**src/rtl/core/vgm_command_stream_checker_top_macros.svh**
```systemverilog
// Assertion macros for the command stream checker
`ifndef VGM_COMMAND_STREAM_CHECKER_TOP_MACROS_SVH
`define VGM_COMMAND_STREAM_CHECKER_TOP_MACROS_SVH

// check a property on every clock edge outside reset
`define VCSC_ASSERT(lbl, prop, msg) \
	lbl: assert property (@(posedge clk) disable iff (!arst_n) prop) else $error(msg);

// check that a condition implies another in the following cycle
`define VCSC_ASSERT_NEXT(lbl, ante, cons, msg) \
	lbl: assert property (@(posedge clk) disable iff (!arst_n) (ante) |=> (cons)) \
		else $error(msg);

`endif

```
**src/rtl/core/vcsc_pkg.sv**
```systemverilog
// Shared types, constants and the command length table of the stream checker
package vcsc_pkg;

	localparam int unsigned NumChips = 2;

	localparam logic [3:0] ClsPsg     = 4'd0;
	localparam logic [3:0] ClsAy      = 4'd1;
	localparam logic [3:0] ClsWait    = 4'd2;
	localparam logic [3:0] ClsFine    = 4'd3;
	localparam logic [3:0] ClsEnd     = 4'd4;
	localparam logic [3:0] ClsUnsup   = 4'd5;
	localparam logic [3:0] ClsQuiet   = 4'd6;
	localparam logic [3:0] ClsBlock   = 4'd7;
	localparam logic [3:0] ClsUnknown = 4'd8;

	localparam logic [7:0] WarnNoiseRate = 8'h01;
	localparam logic [7:0] WarnFixed     = 8'h02;
	localparam logic [7:0] WarnPeriodic  = 8'h04;
	localparam logic [7:0] WarnOddWait   = 8'h08;
	localparam logic [7:0] WarnFine      = 8'h10;
	localparam logic [7:0] WarnUnsup     = 8'h20;
	localparam logic [7:0] WarnEnvelope  = 8'h40;
	localparam logic [7:0] WarnTone      = 8'h80;

	localparam logic [7:0] OpWait    = 8'h61;
	localparam logic [7:0] OpBlock   = 8'h67;
	localparam logic [7:0] OpPsgHi   = 8'h30;

	localparam logic [0:0] AddrSpt  = 1'b0;
	localparam logic [0:0] AddrDlen = 1'b1;

	typedef struct packed {
		logic [3:0] len;
		logic [3:0] cls;
		logic       grp_v;
		logic [4:0] grp;
	} cmd_info_t;

	typedef struct packed {
		logic done;
		logic nonzero;
	} rem_status_t;

	function automatic cmd_info_t cmd_info(input logic [7:0] op);
		cmd_info_t r;
		r = '{len: 4'd0, cls: ClsUnsup, grp_v: 1'b0, grp: 5'd0};
		priority if (op == 8'h30 || op == 8'h50) begin
			r.cls = ClsPsg; r.len = 4'd2;
		end else if (op >= 8'h70 && op <= 8'h7f) begin
			r.cls = ClsFine; r.len = 4'd1;
		end else if (op >= 8'h80 && op <= 8'h8f) begin
			r.cls = ClsQuiet; r.len = 4'd1;
		end else if (op >= 8'hc0 && op <= 8'hc4) begin
			r.grp_v = 1'b1; r.grp = 5'(22 + op[2:0]); r.len = 4'd4;
		end else if (op >= 8'hd0 && op <= 8'hd4) begin
			r.grp_v = 1'b1; r.grp = 5'(27 + op[2:0]); r.len = 4'd4;
		end else begin
			unique case (op)
				8'h4f, 8'h94: begin r.cls = ClsQuiet; r.len = 4'd2; end
				8'h52, 8'h53, 8'ha2, 8'ha3, 8'hb3, 8'hb4, 8'hbb: begin
					r.cls = ClsQuiet; r.len = 4'd3;
				end
				8'h92: begin r.cls = ClsQuiet; r.len = 4'd6; end
				8'h93: begin r.cls = ClsQuiet; r.len = 4'd11; end
				8'he0, 8'hff: begin r.cls = ClsQuiet; r.len = 4'd5; end
				8'h61: begin r.cls = ClsWait; r.len = 4'd3; end
				8'h62, 8'h63: begin r.cls = ClsWait; r.len = 4'd1; end
				8'h66: begin r.cls = ClsEnd; r.len = 4'd1; end
				8'ha0: begin r.cls = ClsAy; r.len = 4'd3; end
				8'h67: begin r.cls = ClsBlock; r.grp_v = 1'b1; r.grp = 5'd10; r.len = 4'd7; end
				8'h68: begin r.cls = ClsBlock; r.grp_v = 1'b1; r.grp = 5'd11; r.len = 4'd12; end
				8'h90, 8'h91, 8'h95: begin r.grp_v = 1'b1; r.grp = 5'd12; r.len = 4'd5; end
				8'h51: begin r.grp_v = 1'b1; r.grp = 5'd0; r.len = 4'd3; end
				8'h54: begin r.grp_v = 1'b1; r.grp = 5'd1; r.len = 4'd3; end
				8'h55: begin r.grp_v = 1'b1; r.grp = 5'd2; r.len = 4'd3; end
				8'h56, 8'h57: begin r.grp_v = 1'b1; r.grp = 5'd3; r.len = 4'd3; end
				8'h58, 8'h59: begin r.grp_v = 1'b1; r.grp = 5'd4; r.len = 4'd3; end
				8'h5a: begin r.grp_v = 1'b1; r.grp = 5'd5; r.len = 4'd3; end
				8'h5b: begin r.grp_v = 1'b1; r.grp = 5'd6; r.len = 4'd3; end
				8'h5c: begin r.grp_v = 1'b1; r.grp = 5'd7; r.len = 4'd3; end
				8'h5d: begin r.grp_v = 1'b1; r.grp = 5'd8; r.len = 4'd3; end
				8'h5e, 8'h5f: begin r.grp_v = 1'b1; r.grp = 5'd9; r.len = 4'd3; end
				8'hb0: begin r.grp_v = 1'b1; r.grp = 5'd13; r.len = 4'd3; end
				8'hb1: begin r.grp_v = 1'b1; r.grp = 5'd14; r.len = 4'd3; end
				8'hb2: begin r.grp_v = 1'b1; r.grp = 5'd15; r.len = 4'd3; end
				8'hb5: begin r.grp_v = 1'b1; r.grp = 5'd16; r.len = 4'd3; end
				8'hb6: begin r.grp_v = 1'b1; r.grp = 5'd17; r.len = 4'd3; end
				8'hb7: begin r.grp_v = 1'b1; r.grp = 5'd18; r.len = 4'd3; end
				8'hb8: begin r.grp_v = 1'b1; r.grp = 5'd19; r.len = 4'd3; end
				8'hb9: begin r.grp_v = 1'b1; r.grp = 5'd20; r.len = 4'd3; end
				8'hba: begin r.grp_v = 1'b1; r.grp = 5'd21; r.len = 4'd3; end
				default: begin r.cls = ClsUnknown; r.len = 4'd0; end
			endcase
		end
		return r;
	endfunction

	function automatic logic pick_chip(input logic sel);
		return (32'(sel) < NumChips) ? sel : 1'(NumChips - 1);
	endfunction

endpackage

```
**src/rtl/core/vgm_command_stream_checker_top.sv**
```systemverilog
// Top level of the command stream checker: parser, chip tracking and output register
//
// Input channel: data_byte and restart with in_valid / in_stall; one byte of
// command data per request. restart clears parse state and warnings first.
// Output channel: one record per finished command (opcode, command_class,
// command_offset, wait_samples, warnings) with out_valid / out_stall.
// Each byte is processed in the cycle it is accepted; a record is registered
// and shown the following cycle. A 0x61 wait whose oddness must be checked
// runs the 16-step remainder unit, and no new request is taken until it is done.
// While a record is held by out_stall, no new request is taken.
// Reset clears all parse state, sets samples_per_tick to 735 and data_length
// to all ones. Registers are written over the APB port, by the user only while
// idle, unchecked by the block: samples_per_tick at 0x0, data_length at 0x4.
module vgm_command_stream_checker_top (
	input  logic        clk,
	input  logic        arst_n,
	input  logic        in_valid,
	output logic        in_stall,
	input  logic [7:0]  data_byte,
	input  logic        restart,
	output logic        out_valid,
	input  logic        out_stall,
	output logic [7:0]  opcode,
	output logic [3:0]  command_class,
	output logic [31:0] command_offset,
	output logic [15:0] wait_samples,
	output logic [7:0]  warnings,
	input  logic        psel,
	input  logic        penable,
	input  logic        pwrite,
	input  logic [2:0]  paddr,
	input  logic [31:0] pwdata,
	output logic [31:0] prdata,
	output logic        pready
);

	typedef enum logic {ST_IDLE, ST_DIV} state_t;

	state_t state_q;
	logic [15:0] spt_q;
	logic [31:0] dlen_q;

	logic [7:0]  phase_q;
	logic [31:0] left_q, pos_q, args_q, opoff_q, unsup_q;
	logic        payload_q, stopped_q, parity_q;
	logic [7:0]  warned_q;
	logic [2:0]  latch_q;
	logic [1:0]  wcnt_q;
	logic [9:0]  tone_q  [vcsc_pkg::NumChips];
	logic [3:0]  noise_q [vcsc_pkg::NumChips];
	logic [11:0] env_q   [vcsc_pkg::NumChips];
	logic [11:0] ayt_q   [vcsc_pkg::NumChips][3];

	logic [7:0]  n_phase;
	logic [31:0] n_left, n_pos, n_args, n_opoff, n_unsup;
	logic        n_payload, n_stopped, n_parity;
	logic [7:0]  n_warned;
	logic [2:0]  n_latch;
	logic [1:0]  n_wcnt;
	logic [9:0]  n_tone  [vcsc_pkg::NumChips];
	logic [3:0]  n_noise [vcsc_pkg::NumChips];
	logic [11:0] n_env   [vcsc_pkg::NumChips];
	logic [11:0] n_ayt   [vcsc_pkg::NumChips][3];

	logic        emit, div_go;
	logic [7:0]  e_op, e_warn;
	logic [3:0]  e_cls;
	logic [31:0] e_off;
	logic [15:0] e_wait;

	logic        out_valid_q;
	logic [7:0]  op_q, warn_q;
	logic [3:0]  cls_q;
	logic [31:0] off_q;
	logic [15:0] wait_q;

	logic        accept, cfg_wr;
	vcsc_pkg::rem_status_t rem_st;

	assign accept   = in_valid && !in_stall;
	assign in_stall = (state_q != ST_IDLE) || (out_valid_q && out_stall);
	assign cfg_wr   = psel && penable && pwrite && pready;
	assign pready   = 1'b1;
	assign prdata   = (paddr[2] == vcsc_pkg::AddrSpt) ? {16'd0, spt_q} : dlen_q;

	always_comb begin
		vcsc_pkg::cmd_info_t ci;
		vcsc_pkg::cmd_info_t fi;
		logic        fin;
		logic [7:0]  f_op, val, regb;
		logic [31:0] f_off;
		logic        chip;
		logic [6:0]  rg;
		logic [1:0]  ti;
		logic [7:0]  w;

		n_phase = phase_q; n_left = left_q; n_pos = pos_q; n_args = args_q;
		n_opoff = opoff_q; n_unsup = unsup_q; n_payload = payload_q;
		n_stopped = stopped_q; n_parity = parity_q; n_warned = warned_q;
		n_latch = latch_q; n_wcnt = wcnt_q;
		n_tone = tone_q; n_noise = noise_q; n_env = env_q; n_ayt = ayt_q;
		if (restart) begin
			n_phase = '0; n_left = '0; n_pos = '0; n_args = '0; n_opoff = '0;
			n_unsup = '0; n_payload = 1'b0; n_stopped = 1'b0; n_parity = 1'b0;
			n_warned = '0; n_latch = 3'd4; n_wcnt = '0;
			for (int c = 0; c < vcsc_pkg::NumChips; c++) begin
				n_tone[c] = '0; n_noise[c] = '0; n_env[c] = '0;
				for (int t = 0; t < 3; t++) n_ayt[c][t] = '0;
			end
		end
		emit = 1'b0; div_go = 1'b0;
		e_op = data_byte; e_cls = vcsc_pkg::ClsUnknown; e_off = n_pos;
		e_wait = '0; e_warn = '0;
		fin = 1'b0; f_op = data_byte; f_off = n_pos;
		ci = vcsc_pkg::cmd_info(data_byte);
		w = '0;
		chip = 1'b0; rg = '0; ti = '0;

		if (!n_stopped) begin
			if (n_phase == 8'd0) begin
				if (n_pos >= dlen_q) begin
					n_stopped = 1'b1;
				end else begin
					n_pos = n_pos + 32'd1;
					if (ci.len == 4'd0) begin
						n_stopped = 1'b1;
						emit = 1'b1;
					end else begin
						n_args = '0;
						if (ci.len == 4'd1) begin
							fin = 1'b1;
						end else begin
							n_phase = data_byte;
							n_left = 32'(ci.len) - 32'd1;
							n_opoff = f_off;
							n_payload = 1'b0;
						end
					end
				end
			end else begin
				n_pos = n_pos + 32'd1;
				n_left = n_left - 32'd1;
				f_op = n_phase;
				f_off = n_opoff;
				if (n_payload) begin
					if (n_left == '0) begin
						n_payload = 1'b0;
						fin = 1'b1;
					end
				end else begin
					n_args = {data_byte, n_args[31:8]};
					if (n_left == '0) begin
						if (n_phase == vcsc_pkg::OpBlock && n_args != '0) begin
							n_left = n_args;
							n_payload = 1'b1;
						end else begin
							fin = 1'b1;
						end
					end
				end
			end
		end

		fi = vcsc_pkg::cmd_info(f_op);
		val = n_args[31:24];
		regb = n_args[23:16];
		if (fin) begin
			emit = 1'b1;
			e_op = f_op; e_cls = fi.cls; e_off = f_off;
			if (fi.cls == vcsc_pkg::ClsPsg) begin
				chip = vcsc_pkg::pick_chip(f_op == vcsc_pkg::OpPsgHi);
				if (!val[7]) begin
					if (n_latch == 3'd2) begin
						n_tone[chip] = {val[5:0], n_tone[chip][3:0]};
						n_wcnt = n_wcnt + 2'd1;
					end else if (n_latch == 3'd3) begin
						n_noise[chip] = val[3:0];
					end
				end else if (!val[4]) begin
					n_latch = {1'b0, val[6:5]};
					if (val[6:5] == 2'd2) begin
						n_tone[chip] = {6'd0, val[3:0]};
						n_wcnt = n_wcnt + 2'd1;
					end else if (val[6:5] == 2'd3) begin
						n_noise[chip] = val[3:0];
					end
				end
				if (n_wcnt >= 2'd2) begin
					n_wcnt = '0;
					if (n_noise[chip][1:0] == 2'd3 && n_tone[chip] > 10'h1f)
						w = w | (vcsc_pkg::WarnNoiseRate & ~n_warned);
				end
				if ((val & 8'hf3) == 8'he2) w = w | (vcsc_pkg::WarnFixed & ~n_warned);
				if ((val & 8'hf4) == 8'he0) w = w | (vcsc_pkg::WarnPeriodic & ~n_warned);
			end else if (fi.cls == vcsc_pkg::ClsAy) begin
				chip = vcsc_pkg::pick_chip(regb[7]);
				rg = regb[6:0];
				if (rg == 7'd11) n_env[chip] = {n_env[chip][11:8], val};
				if (rg == 7'd12) n_env[chip] = {val[3:0], n_env[chip][7:0]};
				if (rg == 7'd13 && n_env[chip] < 12'd1000)
					w = w | (vcsc_pkg::WarnEnvelope & ~n_warned);
				if (rg < 7'd6) begin
					ti = rg[2:1];
					if (!rg[0]) n_ayt[chip][ti] = {n_ayt[chip][ti][11:8], val};
					else n_ayt[chip][ti] = {val[3:0], n_ayt[chip][ti][7:0]};
					n_parity = !n_parity;
					if (!n_parity && (n_ayt[chip][0] > 12'h3ff ||
							n_ayt[chip][1] > 12'h3ff || n_ayt[chip][2] > 12'h3ff))
						w = w | (vcsc_pkg::WarnTone & ~n_warned);
				end
			end else if (f_op == vcsc_pkg::OpWait) begin
				e_wait = n_args[31:16];
				if (spt_q != '0 && !n_warned[3]) begin
					div_go = 1'b1;
					emit = 1'b0;
				end
			end else if (fi.cls == vcsc_pkg::ClsFine) begin
				w = vcsc_pkg::WarnFine & ~n_warned;
			end else if (fi.cls == vcsc_pkg::ClsEnd) begin
				n_stopped = 1'b1;
			end
			n_warned = n_warned | w;
			if (fi.grp_v && !n_unsup[fi.grp]) begin
				n_unsup[fi.grp] = 1'b1;
				w = w | vcsc_pkg::WarnUnsup;
			end
			n_phase = '0;
			e_warn = w;
		end
	end

	vcsc_rem u_rem (
		.clk      (clk),
		.arst_n   (arst_n),
		.start    (accept && div_go),
		.dividend (e_wait),
		.divisor  (spt_q),
		.status   (rem_st)
	);

	always_ff @(posedge clk or negedge arst_n) begin
		if (!arst_n) begin
			state_q <= ST_IDLE;
			spt_q <= 16'd735; dlen_q <= '1;
			phase_q <= '0; left_q <= '0; pos_q <= '0; args_q <= '0; opoff_q <= '0;
			unsup_q <= '0; payload_q <= 1'b0; stopped_q <= 1'b0; parity_q <= 1'b0;
			warned_q <= '0; latch_q <= 3'd4; wcnt_q <= '0;
			for (int c = 0; c < vcsc_pkg::NumChips; c++) begin
				tone_q[c] <= '0; noise_q[c] <= '0; env_q[c] <= '0;
				for (int t = 0; t < 3; t++) ayt_q[c][t] <= '0;
			end
			out_valid_q <= 1'b0;
		end else begin
			if (cfg_wr) begin
				unique case (paddr[2])
					vcsc_pkg::AddrSpt:  spt_q  <= pwdata[15:0];
					vcsc_pkg::AddrDlen: dlen_q <= pwdata;
					default: ;
				endcase
			end
			unique case (state_q)
				ST_IDLE: begin
					if (accept) begin
						phase_q <= n_phase; left_q <= n_left; pos_q <= n_pos;
						args_q <= n_args; opoff_q <= n_opoff; unsup_q <= n_unsup;
						payload_q <= n_payload; stopped_q <= n_stopped;
						parity_q <= n_parity; warned_q <= n_warned;
						latch_q <= n_latch; wcnt_q <= n_wcnt;
						tone_q <= n_tone; noise_q <= n_noise;
						env_q <= n_env; ayt_q <= n_ayt;
						op_q <= e_op; cls_q <= e_cls; off_q <= e_off;
						wait_q <= e_wait; warn_q <= e_warn;
						out_valid_q <= emit;
						if (div_go) state_q <= ST_DIV;
					end else if (out_valid_q && !out_stall) begin
						out_valid_q <= 1'b0;
					end
				end
				ST_DIV: begin
					if (rem_st.done) begin
						if (rem_st.nonzero) begin
							warned_q <= warned_q | vcsc_pkg::WarnOddWait;
							warn_q <= vcsc_pkg::WarnOddWait;
						end
						out_valid_q <= 1'b1;
						state_q <= ST_IDLE;
					end
				end
				default: state_q <= ST_IDLE;
			endcase
		end
	end

	assign out_valid      = out_valid_q;
	assign opcode         = op_q;
	assign command_class  = cls_q;
	assign command_offset = off_q;
	assign wait_samples   = wait_q;
	assign warnings       = warn_q;

`include "vgm_command_stream_checker_top_macros.svh"

	`VCSC_ASSERT(a_div_blocks_input, (state_q == ST_DIV) |-> in_stall, "input taken during remainder")
	`VCSC_ASSERT(a_done_in_div, rem_st.done |-> (state_q == ST_DIV), "remainder done while idle")
	`VCSC_ASSERT_NEXT(a_div_emits, (state_q == ST_DIV) && rem_st.done, out_valid, "wait record lost")

endmodule

```
**src/rtl/core/vcsc_rem.sv**
```systemverilog
// Bit-serial remainder unit for the wait divisibility check
module vcsc_rem (
	input  logic                  clk,
	input  logic                  arst_n,
	input  logic                  start,
	input  logic [15:0]           dividend,
	input  logic [15:0]           divisor,
	output vcsc_pkg::rem_status_t status
);

	logic [16:0] rem_q;
	logic [15:0] dvd_q;
	logic [15:0] dvs_q;
	logic [4:0]  cnt_q;
	logic        busy_q;
	logic        done_q;
	logic [16:0] trial;

	assign trial = {rem_q[15:0], dvd_q[15]};

	always_ff @(posedge clk or negedge arst_n) begin
		if (!arst_n) begin
			busy_q <= 1'b0;
			done_q <= 1'b0;
			cnt_q  <= '0;
			rem_q  <= '0;
			dvd_q  <= '0;
			dvs_q  <= '0;
		end else begin
			done_q <= 1'b0;
			if (start) begin
				busy_q <= 1'b1;
				cnt_q  <= '0;
				rem_q  <= '0;
				dvd_q  <= dividend;
				dvs_q  <= divisor;
			end else if (busy_q) begin
				rem_q <= (trial >= {1'b0, dvs_q}) ? trial - {1'b0, dvs_q} : trial;
				dvd_q <= {dvd_q[14:0], 1'b0};
				cnt_q <= cnt_q + 5'd1;
				if (cnt_q == 5'd15) begin
					busy_q <= 1'b0;
					done_q <= 1'b1;
				end
			end
		end
	end

	assign status.done    = done_q;
	assign status.nonzero = (rem_q != '0);

endmodule

```
**config.mk**
```make
export PLATFORM = sky130hd
export DESIGN_NAME = vgm_command_stream_checker_top
export DESIGN_NICKNAME = d
export VERILOG_FILES = /design/src/rtl/core/vcsc_pkg.sv /design/src/rtl/core/vgm_command_stream_checker_top.sv /design/src/rtl/core/vcsc_rem.sv
export VERILOG_INCLUDE_DIRS = /design/src /design/src/rtl/core
export SDC_FILE = /design/constraint.sdc
export NUM_CORES = 1
export LEC_CHECK = 0
export BUFFER_PORTS_ARGS = -buffer_cell sky130_fd_sc_hd__buf_4
export CAP_MARGIN = 20
export CELL_PAD_IN_SITES_DETAIL_PLACEMENT = 2
export CELL_PAD_IN_SITES_GLOBAL_PLACEMENT = 2
export CORE_MARGIN = 2
export CORE_UTILIZATION = 35
export DETAILED_ROUTE_END_ITERATION = 8
export MAX_ROUTING_LAYER = met4
export PLACE_DENSITY_LB_ADDON = 0.1
export RECOVER_POWER = 100
export SETUP_SLACK_MARGIN = 0.4
export SYNTH_ARGS = -nofsm -noshare
export SYNTH_HDL_FRONTEND = slang
export SYNTH_SLANG_ARGS = --single-unit
```
**constraint.sdc**
```tcl
create_clock -name clk -period 4.8 [get_ports clk]
set_input_delay 0.96 -clock clk [delete_from_list [all_inputs] [get_ports clk]]
set_output_delay 0.96 -clock clk [all_outputs]
set_load 0.05 [all_outputs]
```
# ---- Yosys cells after proc, flatten, opt, wreduce, memory -nomap -nowiden
# Cells that the tools add are included.
dict set report totals {
  out_inout_bits 103
  memories 0
  reg_bits 482
  mem_bits_ro 0
  latchBits 0
  ram_bits 0
  word_cells 544
}
dict set report op_classes {
  div_mod_pow 0
  n_eq_ne 114
  bitwise 11
  shift 0
  n_lt_le_gt_ge 33
  addsub 8
  reduce_logical 66
  mul 0
  muxes 272
}
# cell n
set ops {}
lappend ops {{$mux 32} 32}
lappend ops {{$mux 72} 10}
lappend ops {{$mux 8} 48}
lappend ops {{$eq 8x7->1 const B} 47}
lappend ops {{$eq 8x8->1 const B} 46}
lappend ops {{$mux 24} 12}
lappend ops {{$mux 36} 7}
lappend ops {{$mux 20} 9}
lappend ops {{$bwmux 72} 2}
lappend ops {{$pmux 6 s22} 1}
lappend ops {{$mux 12} 10}
lappend ops {{$mux 16} 6}
lappend ops {{$mux 1} 64}
lappend ops {{$mux 4} 15}
lappend ops {{$mux 17} 3}
lappend ops {{$reduce_or 25->1} 2}
lappend ops {{$bwmux 24} 2}
lappend ops {{$ge 8x8->1 const B} 6}
lappend ops {{$le 8x8->1 const B} 6}
lappend ops {{$pmux 4 s6} 2}
lappend ops {{$bwmux 20} 2}
lappend ops {{$mux 10} 4}
lappend ops {{$demux 36 s1} 1}
lappend ops {{$gt 12x10->1 const B} 3}
lappend ops {{other kinds (75)} 164}

# ---- Logic depth before layout (Yosys ltp)
# Gate-level depths: netlist (run 1).
dict set report depth {
  word_depth 50
  ltp_mapped 27
  depth_no_buf 19
}

# ---- By module
# A second synthesis (run 1) with hierarchy kept.
dict set report hier_totals {
  hier_cells 2662
  area_unflattened_um2 24215.7
}
# mod instances cells_each area_each_um2
set by_module_without_submodules {}
lappend by_module_without_submodules {vgm_command_stream_checker_top 1 2262 20652.3}
lappend by_module_without_submodules {vcsc_rem 1 400 3563.4}

# ---- Worst setup path after synthesis (run 1)
# Ideal clock, no wire load.
dict set report synth_timing {
  path_kind {in2reg}
  from {input restart}
  to {register pos_q[28]}
  path_buffers 12
  stages 26
  required_time_ps 4720
  setup_time_ps 80
  slack_ps -2495
  t_arrival_ps 7215
  cell_sequence {clkbuf_1 > clkbuf_1 > buf_2 > buf_1 > clkbuf_1 > buf_2 > buf_2 > buf_1 > clkbuf_1 > buf_2 > clkbuf_1 > nor2b_1 > ha_1 > a211oi_1 > o21bai_1 > or4_1 > o211ai_1 > nor2_1 > a2111oi_2 > nand4_1 > nor4_1 > and3_1 > clkbuf_1 > nand2_1 > nor4_1 > xnor2_1}
}
dict set report synth_via {
  elab_chain_len 5
  elab_cells_between_ends 9
}
# element line_no
set synth_lines {}
lappend synth_lines {{from (decl)} vgm_command_stream_checker_top.sv:20} ;# input logic restart,
lappend synth_lines {{$mux 32} vgm_command_stream_checker_top.sv:102} ;# if (restart) begin
lappend synth_lines {{$add 32x1->32 / $ge 32x32->1 (equally long branches)} {vgm_command_stream_checker_top.sv:124, vgm_command_stream_checker_top.sv:141, vgm_command_stream_checker_top.sv:121}}
lappend synth_lines {{$mux 32} vgm_command_stream_checker_top.sv:121} ;# if (n_pos >= dlen_q) begin
lappend synth_lines {{$mux 32} vgm_command_stream_checker_top.sv:120} ;# if (n_phase == 8'd0) begin
lappend synth_lines {{$mux 32 (*)} vgm_command_stream_checker_top.sv:119} ;# if (!n_stopped) begin
lappend synth_lines {{to (signal assigned)} vgm_command_stream_checker_top.sv:264} ;# phase_q <= n_phase; left_q <= n_left; pos_q <= n_pos;
lappend synth_lines {{to (decl)} vgm_command_stream_checker_top.sv:44} ;# logic [31:0] left_q, pos_q, args_q, opoff_q, unsup_q;
# Every way passes the cells marked *; elsewhere a longest branch is shown, timed or not.
# A chain may end at the register's enable or synchronous reset.

# ---- Worst setup path after layout (run 1)
dict set report layout_timing {
  from {register phase_q[7]}
  to {register unsup_q[17]}
}
dict set report layout_via {
  elab_chain_len 19
  elab_cells_between_ends 77
}
# element line_no
set layout_lines {}
lappend layout_lines {{from (decl)} vgm_command_stream_checker_top.sv:43} ;# logic [7:0] phase_q;
lappend layout_lines {{from (signal assigned)} vgm_command_stream_checker_top.sv:264}
lappend layout_lines {{$mux 8 (*)} vgm_command_stream_checker_top.sv:102}
lappend layout_lines {{$logic_not 8->1} vgm_command_stream_checker_top.sv:120}
lappend layout_lines {{$mux 8} vgm_command_stream_checker_top.sv:120}
lappend layout_lines {{$mux 8} vgm_command_stream_checker_top.sv:119}
lappend layout_lines {{$eq 8x8->1 / $eq 8x7->1 (equally long branches)} -}
lappend layout_lines {{$reduce_or 3->1 / $reduce_or 2->1 (equally long branches)} -}
lappend layout_lines {{$pmux 6 s22} vcsc_pkg.sv:58} ;# unique case (op)
lappend layout_lines {{$mux 6} vcsc_pkg.sv:55} ;# end else if (op >= 8'hd0 && op <= 8'hd4) begin
lappend layout_lines {{(+3 left out)} -}
lappend layout_lines {{$mux 6} vcsc_pkg.sv:47} ;# priority if (op == 8'h30 || op == 8'h50) begin
lappend layout_lines {{$lt 5x6->1 (not written as such) / $ge 5x1->1 (equally long branches)} vgm_command_stream_checker_top.sv:224} ;# n_unsup[fi.grp] = 1'b1;
lappend layout_lines {{$logic_and 1x1->1 (not written as such)} vgm_command_stream_checker_top.sv:224}
lappend layout_lines {{$mux 1 (not written as such)} vgm_command_stream_checker_top.sv:224}
lappend layout_lines {{$demux 1 s5} vgm_command_stream_checker_top.sv:224}
lappend layout_lines {{$or 32x32->32 (no line)} -}
lappend layout_lines {{$mux 32} vgm_command_stream_checker_top.sv:223} ;# if (fi.grp_v && !n_unsup[fi.grp]) begin
lappend layout_lines {{$mux 32 (*)} vgm_command_stream_checker_top.sv:167} ;# if (fin) begin
lappend layout_lines {{to (signal assigned)} vgm_command_stream_checker_top.sv:265} ;# args_q <= n_args; opoff_q <= n_opoff; unsup_q <= n_unsup;
lappend layout_lines {{to (decl)} vgm_command_stream_checker_top.sv:44}
# Every way passes the cells marked *; elsewhere a longest branch is shown, timed or not. The select of a mux whose other input is x is not followed.

==> key figures, run 1 <==
Outcome
  • Status: finished, violations left
  • Violated checks: capacitance limit, slew limit, setup timing

Synth
  • Proportion of synthesized chip area in sequential cells: between 40% and 50%
  • Share of synthesized flip-flops with an asynchronous set or reset: 82.70%
  • Ranking of synthesized cells by area: sky130_fd_sc_hd__dfrtp_1 30%, sky130_fd_sc_hd__edfxtp_1 8.7%, sky130_fd_sc_hd__mux2_2 4.7%, sky130_fd_sc_hd__dfstp_2 4.6%, sky130_fd_sc_hd__nand2_1 4.4%
  • Synth Instances: 2514
  • Net count after synthesis: 2630
  • Number of enable flip-flop cells after synthesis: 68
  • Count of yosys warnings during synthesis: 0
  • Post-synth top area cell: sky130_fd_sc_hd__dfrtp_1
  • Post-synth cell types: 103
  • Post-synth top area share: 30.20%
  • Synth Register Bits: 393
  • Netlist Area Pre-Place: ~24000 sq um
  • Top flip-flop cell by instance count after synthesis: sky130_fd_sc_hd__dfrtp_1
  • Mean instance size in the synthesized netlist: between 9 and 10 sq um

Clocking
  • Cell at the root of the clock tree: sky130_fd_sc_hd__clkbuf_16
  • CTS H-tree lvls: 2
  • Number of buffers added by the clock tree synthesis step: 47
  • Number of hold buffers added after cts: 0
  • Post-CTS clock slew at the launch and capture registers of the worst setup and hold paths: approximately 0.060 ns
  • Clock network latency to the later pin of the worst-skew pair: 0.62 ns
  • Max Buffers Root-to-Sink: 3
  • TritonCTS clock tree: built
  • Clock sink count: 393

Critical path
  • Critical path arrival: 5.46 ns
  • Buf/Inv on CP: 6
  • Critical Path Max Stage Delay: roughly 0.42 ns
  • Crit path max fanout: 5
  • Slowest stage cell, crit path: sky130_fd_sc_hd__dfrtp_1
  • List of cells traversed by the critical path: nor4_4, a311oi_4, mux2_4, buf_6, ha_4, or3_4, nand2_2, mux2i_2, o31ai_2, o2111ai_4, nand2_4, buf_12, buf_12, buf_12, mux2i_1, mux2i_1, mux2_4, a22oi_2, o2111ai_4, buf_6, buf_16, o31ai_1
  • Library cell appearing most often on the critical path: sky130_fd_sc_hd__buf_12
  • Type of the worst setup path: reg -> reg
  • Critical Path Sink Type: flop
  • CP startpoint kind: flop
  • Delay-heaviest family, CP: compound AO/OA/AOI/OAI gates
  • Required time reported for the critical path endpoint: 5.30 ns

Placed design
  • RePlAce Congestion: 0.9105
  • Post-DP HPWL: 71.58 mm
  • Number of port buffers: 150
  • Dpl cell area: 28540 sq um

STA
  • Min Clock Period, post-route: 4.955 ns
  • Remaining max-slew budget at the tightest pin: -63.54%
  • Share of the clock period used by the worst path: 103.2%
  • Highest clock rate: 201.8 MHz
  • Count of final setup violators: 54
  • Final Max Tran Viols: approximately 400
  • Clock skew: 0.02719 ns
  • Slew at the pin closest to its max-slew limit: 2.453 ns
  • Number of endpoints with negative hold slack in the final report: 0
  • Smallest setup slack after layout: -0.1550 ns
  • Unrepaired setup endpoints after global routing: true
  • Worst hold slack: 0.4827 ns

Routing
  • Post-detailed-route via-to-cell ratio: between 5 and 6
  • WL final: about 110 mm
  • Residual DRC: 0
  • Final ANT Viol Nets: 0
  • Number of vias in the routed layout: 23180
  • Detailed Routing Iterations Pass 1: 5
  • Routed WL per cell: 27.10 microns
  • Number of DRC markers after the initial detailed-route iteration: 1200

Final layout
  • Design Area, Final: 32710 sq um
  • Count of fill cells added during filler insertion: 6984
  • Area taken by multi-input logic gates: 14200 sq um
  • Fraction of layout cells with a size suffix above 1: 35.21%
  • Final-stage net count: about 3200
  • Storage cell area: 10230 sq um
  • Synth-to-layout area growth: 39.02%

Job
  • Number of max-capacitance violations reported: 7

Power
  • IR Drop Worst-Case VDD: 0.2470 mV
  • P per Cell Area: 442.4 nW/um^2
  • Overall power after layout: approximately 14000 uW
  • Total leakage power: 0.01377 uW

Worst hold path
  • Path category of the worst min-delay check: reg -> reg

Global route
  • Global-route congestion overflow total: 0
  • Via count of the first global-routing pass: 25650
  • All-layer global routing usage: 29.82%
  • First-pass GRT wire length: 156.9 mm
  • Maximum number of pins on one net before global-route repair: 104
  • Antenna violations before repair: 1

Floorplan
  • Starting utilization of the core area: 35.17%
  • Overall die area: ~69000 sq um
  • Num ports: about 150
  • Die X: 263.3 microns
  • Die outline height: 263.3 microns
  • Std-Cell Rows: 95
  • Floorplan core area: around 67000 sq um
==> logic make-up (layout without fill, tap and decap cells) <==
| kind of cell | after synthesis | count (layout) | synth area share [%] |
|---|---|---|---|
| fa+ha+maj | 65 | 65 | 3.488 |
| xor+xnor | 54 | 54 | 2.010 |
| flops | 393 | 393 | 43.45 |
| other cells | 1 | 2 | 0.01594 |
| buf+inv | 259 | 844 | 4.397 |
| compound gates | 661 | 662 | 19.48 |
| simple gates | 904 | 905 | 19.08 |
| mux | 177 | 177 | 8.076 |
==> layout by cell type, fill, tap and decap left out, types with 74 or more instances in the layout <==
cell | Yosys | layout
sky130_fd_sc_hd__nand2_1 | 278 | 259
sky130_fd_sc_hd__buf_4 | 7 | 471
sky130_fd_sc_hd__clkbuf_1 | 127 | 103
sky130_fd_sc_hd__a21oi_1 | 102 | 88
sky130_fd_sc_hd__inv_1 | 96 | 91
sky130_fd_sc_hd__nor2_1 | 217 | 196
sky130_fd_sc_hd__a22o_1 | 75 | 74
sky130_fd_sc_hd__dfrtp_1 | 284 | 283
sky130_fd_sc_hd__mux2_2 | 98 | 96
sky130_fd_sc_hd__o21ai_0 | 139 | 105
==> cells in the mapped netlist (11+ instances only) <==
cell                       number
sky130_fd_sc_hd__dfstp_2       41
sky130_fd_sc_hd__and2_1        41
sky130_fd_sc_hd__nand4_1       29
sky130_fd_sc_hd__clkbuf_1     127
sky130_fd_sc_hd__o31ai_1       38
sky130_fd_sc_hd__xor2_1        21
sky130_fd_sc_hd__nand3_1       63
sky130_fd_sc_hd__edfxtp_1      68
sky130_fd_sc_hd__dfrtp_1      284
sky130_fd_sc_hd__a22oi_1       37
sky130_fd_sc_hd__o21ai_1       44
sky130_fd_sc_hd__nor4_1        33
sky130_fd_sc_hd__a21o_1        13
sky130_fd_sc_hd__nand2b_1      12
sky130_fd_sc_hd__a211oi_1      37
sky130_fd_sc_hd__a22o_1        75
sky130_fd_sc_hd__mux2_2        98
sky130_fd_sc_hd__xnor2_1       33
sky130_fd_sc_hd__buf_2         17
sky130_fd_sc_hd__nor3_1        52
sky130_fd_sc_hd__ha_1          64
sky130_fd_sc_hd__o211ai_1      11
sky130_fd_sc_hd__a21oi_1      102
sky130_fd_sc_hd__o21ai_0      139
sky130_fd_sc_hd__inv_1         96
sky130_fd_sc_hd__nor2_1       217
sky130_fd_sc_hd__a31oi_1       15
sky130_fd_sc_hd__or4_1         14
sky130_fd_sc_hd__nand2_1      278
sky130_fd_sc_hd__and3_1        28
sky130_fd_sc_hd__nor2b_1       56
sky130_fd_sc_hd__mux2i_1       77
==> registers in the layout (all words and copies together), names as in the netlist, 17 cells and up <==
register,count
opoff_q,32
unsup_q,32
left_q,32
dlen_q,32
pos_q,32
args_q,24
env_q,18
command_offset,32
u_rem.rem_q,17
==> through the flow <==
| stage | utilization, % | cells | worst slack [ns] | TNS, ns |
|---|---|---|---|---|
| 2_1_floorplan | - | 2514 | -0.8662 | -101.83 |
| 3_3_place_gp | 42.64 | 3782 | -0.7741 | -101.23 |
| 3_5_place_dp | 42.64 | 3782 | -0.9327 | -141.04 |
| 4_1_cts | 47.09 | 3921 | 0.1493 | 0 |
| 5_1_grt | 48.88 | 3975 | -0.4135 | -34.99 |
| 6_report | 48.88 | 3975 | -0.1550 | -4.253 |
==> path summary, 6_finish.rpt <==
kind	depth (start not counted)	from	slack, ns	end
hold / removal	2	unsup_q[18]	0.48	unsup_q[18]
max in group asynchronous	2	arst_n	0.47	env_q[18]
hold reg to reg	2	unsup_q[18]	0.48	unsup_q[18]
setup / recovery	22	phase_q[7]	-0.15	unsup_q[17]
setup reg to reg	22	phase_q[7]	-0.15	unsup_q[17]
min in group asynchronous	1	arst_n	0.92	u_rem.rem_q[9]
==> repair_timing <==
action,in CTS,in global routing
pin swaps,79,91
gates cloned,7,13
hold endpoints to repair,0,0
resized for setup,225,250
setup endpoints to repair,267,230
setup buffers,45,37
==> report_power, final <==
part           switching [uW]  internal [uW]  total [uW]
clock                    1560           2030        3600
combinational            3820           2550        6370
sequential                621           3890        4510
==> routing by layer <==
metal	up-vias	wire length, microns	global-route usage, %
met5	-	0	-
met1	12130	44760	35.70
met4	0	4164	10.67
li1	10310	-	-
met2	519	54960	51.33
met3	214	3846	4.041
==> cell type report <==
type	count	area share [%]
multi-input combinational	1864	43.41
sequential	393	31.26
timing repair buffer	661	16.29
clock buffer	71	4.085
tap	873	3.339
inverter	96	1.147
clock inverter	16	0.4590
antenna	1	0.007649
==> worst min-delay path, delay by kind of cell (launching register included) <==
family,cells,cell delay (ns)
AOI/OAI and AO/OA,1,0.05
and+or+nand+nor,1,0.05
DFF,1,0.34
Note: power is estimated with default switching activity, not from simulation.
==> run 2, diff against run 1 <==
--- a/config.mk
+++ b/config.mk
@@ -6,12 +6,13 @@
 export SDC_FILE = /design/constraint.sdc
 export NUM_CORES = 1
 export LEC_CHECK = 0
+export ABC_AREA = 1
 export BUFFER_PORTS_ARGS = -buffer_cell sky130_fd_sc_hd__buf_4
 export CAP_MARGIN = 20
 export CELL_PAD_IN_SITES_DETAIL_PLACEMENT = 2
 export CELL_PAD_IN_SITES_GLOBAL_PLACEMENT = 2
 export CORE_MARGIN = 2
-export CORE_UTILIZATION = 35
+export CORE_UTILIZATION = 32
 export DETAILED_ROUTE_END_ITERATION = 8
 export MAX_ROUTING_LAYER = met4
 export PLACE_DENSITY_LB_ADDON = 0.1
==> run 2 against run 1 <==
Net effect: the run ends with capacitance limit, slew limit left; fmax increased by 11%; count of clock-buffer cells in the layout decreased by 5; combinational power increased by 120%; highest routed layer unchanged.
==> key figures, run 2 <==
Final layout
  • Final standard cell count with taps included and fillers excluded: 5334
  • Final-stage net count: 4336
  • Highest-count cells in the layout ignoring fill and taps: 856 x sky130_fd_sc_hd__nand2_1, 491 x sky130_fd_sc_hd__inv_1, 472 x sky130_fd_sc_hd__buf_4
  • Area taken by multi-input logic gates: 13900 sq um
  • Design Area, Final: 33880 sq um
  • Storage cell area: 10230 sq um
  • Leading cell type in the layout, fill and taps excluded: sky130_fd_sc_hd__nand2_1
  • Count of fill cells added during filler insertion: 9670
  • Fraction of layout cells with a size suffix above 1: 20.20%
  • Synth-to-layout area growth: 28.18%

Synth
  • Net count after synthesis: ~3800
  • Top cells by count, synth: 876 x sky130_fd_sc_hd__nand2_1, 494 x sky130_fd_sc_hd__inv_1, 438 x sky130_fd_sc_hd__nor2_1
  • Proportion of synthesized chip area in sequential cells: ~39%
  • Post-synth top area cell: sky130_fd_sc_hd__dfrtp_1
  • Post-synth top area share: a little over a quarter
  • Ranking of synthesized cells by area: sky130_fd_sc_hd__dfrtp_1 27%, sky130_fd_sc_hd__nand2_1 12%, sky130_fd_sc_hd__edfxtp_1 7.7%, sky130_fd_sc_hd__inv_1 7.0%, sky130_fd_sc_hd__nor2_1 6.2%
  • Synth Instances: approximately 3700
  • Synth Register Bits: 393
  • Netlist Area Pre-Place: about 26000 sq um
  • Most numerous cell in the Yosys netlist: sky130_fd_sc_hd__nand2_1
  • Mean instance size in the synthesized netlist: 7.127 sq um
  • Share of synthesized flip-flops with an asynchronous set or reset: 82.70%
  • Top flip-flop cell by instance count after synthesis: sky130_fd_sc_hd__dfrtp_1
  • Count of yosys warnings during synthesis: 0
  • Post-synth cell types: 71
  • Number of enable flip-flop cells after synthesis: 68

Routing
  • Number of vias in the routed layout: 27960
  • WL final: between 100 and 150 mm
  • Post-detailed-route via-to-cell ratio: around 5.2
  • Number of DRC markers after the initial detailed-route iteration: 1337
  • Routed WL per cell: between 20 and 25 microns
  • Residual DRC: 0
  • Detailed Routing Iterations Pass 1: 5
  • Final ANT Viol Nets: 0

Floorplan
  • Starting utilization of the core area: 32.24%
  • Die X: 291.4 microns
  • Overall die area: 84900 sq um
  • Floorplan core area: between 80000 and 90000 sq um
  • Num ports: 154
  • Die outline height: 291.4 microns
  • Std-Cell Rows: 105

Global route
  • Global-route congestion overflow total: 0
  • All-layer global routing usage: between 20% and 30%
  • First-pass GRT wire length: 180.5 mm
  • Antenna violations before repair: 0
  • Via count of the first global-routing pass: 31350
  • Maximum number of pins on one net before global-route repair: ~150

Clocking
  • Clock network latency to the later pin of the worst-skew pair: 0.63 ns
  • Clock sink count: 393
  • Post-CTS clock slew at the launch and capture registers of the worst setup and hold paths: 0.06 ns
  • Number of buffers added by the clock tree synthesis step: 52
  • CTS H-tree lvls: 2
  • Cell at the root of the clock tree: sky130_fd_sc_hd__clkbuf_16
  • Max Buffers Root-to-Sink: 3
  • TritonCTS clock tree: built

STA
  • Final Max Tran Viols: 298
  • Slew at the pin closest to its max-slew limit: around 2.3 ns
  • Count of final setup violators: 0
  • Worst hold slack: 0.2505 ns
  • Unrepaired setup endpoints after global routing: true
  • Min Clock Period, post-route: approximately 4.5 ns
  • Share of the clock period used by the worst path: 93.31%
  • Highest clock rate: about 220 MHz
  • Clock skew: 0.02624 ns
  • Remaining max-slew budget at the tightest pin: -51.42%
  • Number of endpoints with negative hold slack in the final report: 0

Power
  • P per Cell Area: 678.5 nW/um^2
  • IR Drop Worst-Case VDD: roughly 0.31 mV
  • Overall power after layout: between 20000 and 25000 uW
  • Total leakage power: 0.01586 uW

Critical path
  • CP startpoint kind: primary input
  • Buf/Inv on CP: 8
  • List of cells traversed by the critical path: buf_6, buf_4, nor2_1, ha_1, nand4_1, nor2_1, buf_4, nand3b_1, nand4_4, clkbuf_4, clkbuf_4, buf_4, nor2_1, nor2_1, inv_1, nand2_1, buf_6, a21oi_1, a22oi_1
  • Critical path arrival: 4.93 ns
  • Slowest stage cell, crit path: sky130_fd_sc_hd__nor2_1
  • Critical Path Max Stage Delay: 0.41 ns
  • Type of the worst setup path: in -> reg
  • Required time reported for the critical path endpoint: approximately 5.3 ns
  • Crit path max fanout: 28
  • Library cell appearing most often on the critical path: sky130_fd_sc_hd__nor2_1
  • Delay-heaviest family, CP: simple AND/OR/NAND/NOR gates
  • Critical Path Sink Type: flop
  • Stages on the worst setup path: 19
  • R2r worst-path depth: 5

Placed design
  • Number of port buffers: 150
  • Dpl cell area: 32080 sq um
  • RePlAce Congestion: 0.8594
  • # placed instances: 5215
  • Post-DP HPWL: 84.84 mm

Outcome
  • Violated checks: capacitance limit, slew limit
  • Status: finished, violations left

Worst hold path
  • Path category of the worst min-delay check: in -> async

Job
  • Number of max-capacitance violations reported: 6
==> run 2: cells by family (layout without fill, tap and decap cells) <==
group,after synthesis,after routing,share of synthesized area (%)
AND/OR/NAND/NOR,1673,1675,26.84
buffers and inverters,706,1259,10.69
XOR/XNOR,72,72,2.386
adder cells (fa/ha/maj),65,65,3.106
AO/OA/AOI/OAI,798,798,18.27
other,1,2,0.01419
flip-flops,393,393,38.69
==> run 2: final timing paths <==
kind	from	end	slack, ns
worst min-delay path	arst_n	u_rem.rem_q[9]	0.25
worst max-delay path	restart	left_q[29]	0.32
min in group clk	unsup_q[17]	unsup_q[17]	0.48
worst max register to register	state_q	wait_samples[13]	0.51
max in group asynchronous	arst_n	spt_q[14]	1.00
worst min register to register	unsup_q[17]	unsup_q[17]	0.48
==> run 2: power breakdown <==
group | switching (uW) | internal, uW | total [uW]
Combinational | 9220 | 4880 | 14100
Sequential | 419 | 4350 | 4770
Clock | 1690 | 2420 | 4110
Total | 11300 | 11700 | 23000
==> run 2: cell type report <==
class                      instances  share of cell area [%]
multi-input combinational       2611                   41.04
inverter                         517                   5.788
tap                             1070                   3.952
sequential                       393                   30.19
timing repair buffer             645                   13.82
clock buffer                      66                   4.203
antenna                            1                0.007387
clock inverter                    31                   1.005
==> run 2: through the flow <==
stage / utilization (%) / setup TNS (ns) / setup slack (ns)
after floorplan: - / 0 / 0.001874
after global placement: 39.13 / -3.722 / -0.2453
after detailed placement: 39.13 / -18.14 / -0.4131
after CTS: 41.38 / 0 / 0.3730
after global routing: 41.32 / 0 / 0.1539
final: 41.32 / 0 / 0.3213
==> run 2: layer usage <==
metal / global-route usage (%) / share of wire, %
met3: 2.329 / 2.4
met4: 6.500 / 2.2
met5: - / 0
met2: 47.47 / 50
met1: 34.68 / 45
==> run 2: repair_timing <==
action / 4_1_cts / 5_1_grt
setup buffers: 2 / 13
endpoints found under the setup margin: 13 / 173
gates resized for setup: 19 / 121
hold buffers: 0 / 0
pin swaps: 5 / 32
cloned: 0 / 4
